### config.mk
export PLATFORM = sky130hd
export DESIGN_NAME = lte_ctrl
export DESIGN_NICKNAME = d
export VERILOG_FILES = /design/src/design/assert_macros.svh /design/src/design/lte_pkg.sv /design/src/design/lte_ctrl.sv
export SDC_FILE = /design/constraint.sdc
export NUM_CORES = 1
export LEC_CHECK = 0
export ABC_AREA = 1
export BUFFER_PORTS_ARGS = -buffer_cell sky130_fd_sc_hd__buf_2
export CAP_MARGIN = 20
export CORE_AREA = 2 2 39 41
export CTS_CLUSTER_SIZE = 8
export DETAILED_ROUTE_END_ITERATION = 10
export DIE_AREA = 0 0 41 43
export PLACE_DENSITY_LB_ADDON = 0.1
export SYNTH_ARGS = -nofsm -noshare
export SYNTH_HDL_FRONTEND = slang
export SYNTH_SLANG_ARGS = --single-unit
### constraint.sdc
create_clock -name clk -period 1 [get_ports clk]
set_input_delay 0.05 -clock clk [delete_from_list [all_inputs] [get_ports clk]]
set_output_delay 0.05 -clock clk [all_outputs]
set_load 0.01 [all_outputs]
### src/design/assert_macros.svh
// Assertion macros shared by the trie engine RTL.
// No dependencies; include by bare file name where assertions are written.
`ifndef ASSERT_MACROS_SVH
`define ASSERT_MACROS_SVH

// Condition must never hold outside reset
`define ASSERT_NEVER(label, clk, rst, cond, msg) \
  label: assert property (@(posedge clk) disable iff (rst) !(cond)) else $error(msg);

// Same-cycle implication
`define ASSERT_IMPLIES(label, clk, rst, ante, cons, msg) \
  label: assert property (@(posedge clk) disable iff (rst) (ante) |-> (cons)) else $error(msg);

// Next-cycle implication
`define ASSERT_NEXT(label, clk, rst, ante, cons, msg) \
  label: assert property (@(posedge clk) disable iff (rst) (ante) |=> (cons)) else $error(msg);

`endif

### src/design/lte_pkg.sv
// Shared types and constants for the lowercase trie engine.
// Used by the controller, the datapath and the top level; no dependencies.
package lte_pkg;

  // Beat widths on the stream ports
  localparam int IN_DATA_W  = 16;
  localparam int OUT_DATA_W = 8;

  // Code of the first letter of the alphabet
  localparam logic [7:0] FIRST_LETTER = 8'd97;

  typedef enum logic [1:0] {
    OP_INSERT = 2'd0,
    OP_SEARCH = 2'd1,
    OP_PREFIX = 2'd2
  } op_t;

  typedef enum logic [1:0] {
    ST_OK        = 2'd0,
    ST_POOL_FULL = 2'd1,
    ST_BAD_CHAR  = 2'd2
  } status_t;

  typedef enum logic [1:0] {
    S_CLEAR,
    S_IDLE,
    S_LOOKUP,
    S_FLAG
  } state_t;

  // Controller to datapath
  typedef struct packed {
    logic take;    // latch the incoming beat, issue child read
    logic clear;   // write one zero entry of the clearing pass
    logic walk;    // apply the child lookup of the latched character
    logic finish;  // produce the answer and return to the root
  } ctrl_cmd_t;

  // Datapath to controller
  typedef struct packed {
    logic clr_last;   // clearing pass is on its last entry
    logic pend_full;  // an answer waits behind the output register
    logic ends;       // latched item ends the word
    logic search;     // latched item is a whole-word search
  } dp_status_t;

  // Operation code three behaves as a prefix test
  function automatic op_t decode_op(input logic [1:0] raw);
    op_t op;
    op = raw[1] ? OP_PREFIX : op_t'(raw);
    return op;
  endfunction

endpackage

### src/design/lte_ctrl.sv
// Sequencing state machine of the trie engine.
// Depends on lte_pkg for state, command and status types.
module lte_ctrl import lte_pkg::*; (
  input  logic       clk,
  input  logic       rst,
  input  logic       in_valid,
  input  dp_status_t stat,
  output logic       in_ready,
  output ctrl_cmd_t  cmd
);

  state_t state;
  state_t state_next;

  // State register
  always_ff @(posedge clk) begin
    if (rst) begin
      state <= S_CLEAR;
    end else begin
      state <= state_next;
    end
  end

  // Next state
  always_comb begin
    state_next = state;
    unique case (state)
      S_CLEAR: begin
        if (stat.clr_last) begin
          state_next = S_IDLE;
        end
      end
      S_IDLE: begin
        if (in_valid && !stat.pend_full) begin
          state_next = S_LOOKUP;
        end
      end
      S_LOOKUP: begin
        if (stat.ends && stat.search) begin
          state_next = S_FLAG;
        end else begin
          state_next = S_IDLE;
        end
      end
      S_FLAG: begin
        state_next = S_IDLE;
      end
      default: begin
        state_next = S_CLEAR;
      end
    endcase
  end

  // Outputs
  always_comb begin
    in_ready   = 1'b0;
    cmd        = '0;
    unique case (state)
      S_CLEAR: begin
        cmd.clear = 1'b1;
      end
      S_IDLE: begin
        in_ready = !stat.pend_full;
        cmd.take = in_valid && !stat.pend_full;
      end
      S_LOOKUP: begin
        cmd.walk   = 1'b1;
        cmd.finish = stat.ends && !stat.search;
      end
      S_FLAG: begin
        cmd.finish = 1'b1;
      end
      default: begin
        cmd = '0;
      end
    endcase
  end

endmodule

==> qor.yml, run 1 <==
required_ns: 0.95
power_frac_comb_pct: 65.7
wl_per_cell_um: 7.80
initial_utilization_pct: 16.1
clock_sinks: 2
drv_cap: 0
fin_total_pwr_mw: 1.07
clock_latency_ns: 0.23
syn_area_um2: 223
largest_register_ff_count: 2
drive_gt1_share_pct: 73.5
yosysUniqueCellTypes: 11
dieArea_um2: 1760
rows: 14
clkTransAtPathRegs_ns: 0.03
clock_path_buffers: 2
finalHoldViolations: 0
grt_first_pass_wirelength_um: 807
via_per_inst: 3.68
wirelength_um: 507
switching_power_mw: 0.438
fmax_ghz: 0.896
arrival_ns: 1.07
drc: 0
root_buffer: "clkbuf_4"
leakage_nw: 0.221
synthTopCellsByArea: "ha_1, dfxtp_1, inv_1, nand2_2, nand2_1"
grt-ovfl-total: 0
multi_input_area_um2: 213
crit_type: "flip-flop to primary output"
cts_buffers: 3
period_needed_ns: 1.12
area_growth_pct: 97.8
dp_hpwl_um: 371
switching_share_pct: 41.0
synth_nets: 43
dr.first_iter.drc_count: 3
first_pass_iters: 2
die_h_um: 43
cts_max_level: 1
globalRouteTotalUtil_pct: 7.41
die_w_um: 41
hold_path_class: "input pin to flip-flop"
syn_inst: 31
grt_pass1_vias: 218
antenna_left: 0
antennaDiodeCount: 0
routabilityCongestion: 0.721
synth-seq-area-share_pct: 18.0
post-route-period-util_pct: 112
rsz0062_at_grt: "true"
avgSynthCellArea_um2: 7.18
finalClockSkew_ns: 0.00377
cp-end-kind: "primary output"
grt_start_max_net_pins: 5
violations: "negative setup slack"
holdWs_ns: 0.216
portBuffers: 11
finalSetupTns_ns: -0.481
regMostFlops: "state"
outcome: "finished with violations"
num-nets-final: 63
final_core_util_pct: 31.8
power_frac_seq_pct: 17.4
critPathMaxFanout: 4
start_kind: "flip-flop"
irDropWorstVdd_mv: 1.00
ys_seq_elements: 2
pin_count: 12
synth.largest_area_cell: "ha_1"
p_int_mw: 0.629
setup_ws_ns: -0.116
yosysWarnings: 0
power_frac_clock_pct: 16.9
setup_viol: 6
place_ws_ns: -0.0698
tightest_slew_ns: 0.0980
postPlaceCellArea_um2: 335
final_area_um2: 440
regArea_um2: 47.5
synth_top_area_share_pct: 28.1
fin_cells: 65
coreArea_um2: 1380
relSlewSlack_pct: 93.5
fillers: 162
vias: 239
antenna_found_initial: 0
cts_tree: "done"
reg_top3: "state: 2 flops"
dpl.cell_count: 59
powerDensity_nw_per_um2: 2420
maxSlewViolCount: 0
==> cell usage in the layout (no fill, tap or decap), drive strengths merged <==
master       instances
clkbuf               3
a21oi                2
buf                 14
dlygate4sd3          1
inv                  7
nor2                 3
dfxtp                2
nand2                9
ha                   5
o21bai               1
nand3                2
==> timing repair <==
action,4_1_cts,5_1_grt
hold buffers,1,0
hold endpoints to repair,1,0
buffers inserted,2,0
pin swaps,7,3
endpoints found under the setup margin,7,7
gates resized for setup,11,2
==> critical path: stages (launching register included) <==
cell	delay [ns]
dfxtp_4	0.36
inv_4	0.07
ha_4	0.12
nand2_1	0.05
o21bai_1	0.10
buf_2	0.14
==> kinds of logic (layout without fill, tap and decap cells) <==
group,Yosys count,after routing,share of synthesized area [%]
and+or+nand+nor,14,14,32.6
buffers and inverters,7,25,11.8
adders and majority gates,5,5,28.1
AOI/OAI and AO/OA,3,3,9.55
DFF,2,2,18.0
==> cell type report <==
| type | count | share of cell area (%) |
|---|---|---|
| multi-input combinational | 22 | 48.3 |
| inverter | 7 | 7.10 |
| timing repair buffer | 15 | 24.1 |
| sequential | 2 | 10.8 |
| tap | 16 | 4.55 |
| clock buffer | 3 | 5.11 |
==> final timing paths <==
path              startpoint  endpoint  slack, ns  cells after the start
setup / recovery    state[0]    cmd[0]      -0.12                      5
hold / removal       stat[0]  state[1]       0.22                      5
setup reg to reg    state[1]  state[1]      -0.08                      7
hold reg to reg     state[0]  state[0]       0.64                      3
==> power by group through the flow <==
stage | logic (mW) | registers (mW) | clock network [mW]
floorplan | 0.372 | 0.156 | 0
global placement | 0.487 | 0.167 | 0
detailed placement | 0.487 | 0.166 | 0
global route | 0.781 | 0.193 | 0.211
finish | 0.701 | 0.186 | 0.180
CTS | 0.700 | 0.188 | 0.193
==> cell usage after synthesis <==
| cell type | number |
|---|---|
| a21oi_1 | 1 |
| a21oi_2 | 1 |
| dfxtp_1 | 2 |
| ha_1 | 5 |
| inv_1 | 7 |
| nand2_1 | 4 |
| nand2_2 | 4 |
| nand2_4 | 1 |
| nand3_1 | 2 |
| nor2_1 | 3 |
| o21bai_1 | 1 |
==> routing by layer <==
layer	vias to the layer above	wire, µm	track usage (%)
li1	128	-	-
met2	10	233	9.38
met4	0	0	8.00
met5	-	0	0
met1	101	227	8.28
met3	0	46	3.14
No activity file was read; power rests on OpenSTA's default activity.
==> inputs of run 2 (changes only) <==
==> constraint.sdc (replaced) <==
create_clock -name clk -period 1.2 [get_ports clk]
set_input_delay 0.06 -clock clk [delete_from_list [all_inputs] [get_ports clk]]
set_output_delay 0.06 -clock clk [all_outputs]
set_load 0.05 [all_outputs]
==> qor.yml, run 2 (same netlist as run 1, synthesis figures left out) <==
outcome: "finished, final reports clean"  # was finished with violations
largest_register_ff_count: 2  # unchanged
wirelength_um: 519  # was 507 µm
first_pass_iters: 1  # was 2
finalClockSkew_ns: 0.00140  # was 0.00377 ns
grt_pass1_vias: 217  # was 218
required_ns: 1.14  # was 0.95 ns
rsz0062_at_grt: "true"  # unchanged
routabilityCongestion: 0.708  # was 0.721
tightest_slew_ns: 0.246  # was 0.0980 ns
clkTransAtPathRegs_ns: 0.03  # about the same
root_buffer: "clkbuf_4"  # unchanged
regToRegStartpoint: "state[0]"  # was state[1]
grt_first_pass_wirelength_um: 759  # was 807 µm
hold_path_class: "input pin to flip-flop"  # unchanged
die_w_um: 41  # unchanged
irDropWorstVdd_mv: 0.826  # was 1.00 mV
period_needed_ns: 1.18
wl_per_cell_um: 8.11  # was 7.80 µm
maxSlewViolCount: 0  # unchanged
antenna_found_initial: 0  # unchanged
dr.first_iter.drc_count: 0  # was 3
setup_viol: 0  # was 6
critPathLaunch: "state[0]"  # unchanged
layout_commonest_cell: "buf_2"  # unchanged
antennaDiodeCount: 0  # unchanged
die_h_um: 43  # unchanged
cts_buffers: 3  # unchanged
clock_latency_ns: 0.22  # was 0.23 ns
dieArea_um2: 1760  # unchanged
mostFrequentLayoutCells: "buf_2, inv_1, nand2_2, clkbuf_4"  # was buf_2, nand2_2
crit_type: "flip-flop to primary output"  # unchanged
vias: 238  # was 239
drive_gt1_share_pct: 70.8  # was 73.5%
drc: 0  # unchanged
finalHoldViolations: 0  # unchanged
start_kind: "flip-flop"  # unchanged
rows: 14  # unchanged
cp-end-kind: "primary output"  # unchanged
dpl.cell_count: 59  # unchanged
globalRouteTotalUtil_pct: 6.80  # was 7.41%
fin_cells: 64  # was 65
coreArea_um2: 1380  # unchanged
arrival_ns: 1.12  # was 1.07 ns
powerDensity_nw_per_um2: 2190  # was 2420 nW/µm²
timing.rr.end: "state[1]"  # unchanged
post-route-period-util_pct: 98.1
place_ws_ns: 0.0544  # was -0.0698 ns
setup_ws_ns: 0.0224  # was -0.116 ns
reg_top3: "state: 2 flops"  # unchanged
rrSetupSlack_ns: 0.07  # was -0.08 ns
crit_path_end: "cmd[0]"  # unchanged
cts_max_level: 1  # unchanged
via_per_inst: 3.72  # was 3.68
leakage_nw: 0.217  # was 0.221 nW
grt_start_max_net_pins: 6  # was 5
initial_utilization_pct: 16.1  # unchanged
antenna_left: 0  # unchanged
drv_cap: 0  # unchanged
num-nets-final: 62  # was 63
relSlewSlack_pct: 83.7  # was 93.5%
critPathMaxFanout: 5  # was 4
area_growth_pct: 92.1  # was 97.8%
r2r_cells: 7  # unchanged
cts_tree: "done"  # unchanged
clock_sinks: 2  # unchanged
grt-ovfl-total: 0  # unchanged
fmax_ghz: 0.849
portBuffers: 11  # unchanged
clock_path_buffers: 2  # unchanged
pin_count: 12  # unchanged
regMostFlops: "state"  # unchanged
[run 2: cell count changes in the layout (fill, tap and decap cells not counted), sizes merged]
cell	delta
clkbuf	+1
buf	-2
[run 2: report_power, final]
part | internal [mW] | leakage, nW | switching [mW]
clock network | 0.110 | 0.0138 | 0.0389
logic | 0.249 | 0.186 | 0.386
registers | 0.103 | 0.0175 | 0.0514
total | 0.462 | 0.217 | 0.476
[run 2: area by class of cell]
| class | count | area [µm²] |
|---|---|---|
| Fill cell | 150 | 956 |
| Multi-Input combinational cell | 22 | 208 |
| Timing Repair Buffer | 14 | 101 |
| Sequential cell | 2 | 45.0 |
| Inverter | 7 | 31.3 |
| Clock buffer | 3 | 22.5 |
| Tap cell | 16 | 20.0 |
[run 2: per-stage QoR]
| stage | TNS, ns | area, µm² | hold slack (ns) | utilization, % | total power [mW] |
|---|---|---|---|---|---|
| 3_3_place_gp | 0 | 327 | 0.238 | 23.6 | 0.664 |
| 4_1_cts | -0.0496 | 392 | 0.233 | 28.3 | 0.883 |
| 2_1_floorplan | -0.0715 | 244 | 0.122 | - | 0.555 |
| 5_1_grt | -0.0309 | 428 | 0.284 | 30.9 | 1.02 |
| 6_report | 0 | 428 | 0.237 | 30.9 | 0.938 |
| 3_5_place_dp | 0 | 327 | 0.240 | 23.6 | 0.658 |
[run 2: worst min-delay path by stage]
stage | startpoint | end | slack [ns] | cells after the start
2_1_floorplan | rst | state[0] | 0.12 | 1
3_3_place_gp | rst | state[0] | 0.24 | 2
3_5_place_dp | rst | state[0] | 0.24 | 2
4_1_cts | stat[3] | state[0] | 0.23 | 6
5_1_grt | stat[3] | state[0] | 0.28 | 6
6_report | stat[3] | state[0] | 0.24 | 6
[run 2: layer usage]
layer / vias up / global-route usage [%] / share of wire, %
met5: - / 0 / 0
met4: 0 / 8.00 / 0
met3: 0 / 1.57 / 9.8
met2: 10 / 10.0 / 50
met1: 100 / 6.67 / 39
li1: 128 / - / -
[run 2: repair_timing]
action,4_1_cts,5_1_grt
setup endpoints to repair,4,5
pin swaps,0,1
resized for setup,12,8
endpoints found under the hold margin,1,0
hold buffers,1,0
buffers inserted,1,0
[run 2: worst max-delay path: stages (launching register included)]
cell and delay, ns:
dfxtp_4 0.36, inv_4 0.07, ha_4 0.14, nand2_4 0.05, o21bai_4 0.10, buf_6 0.17
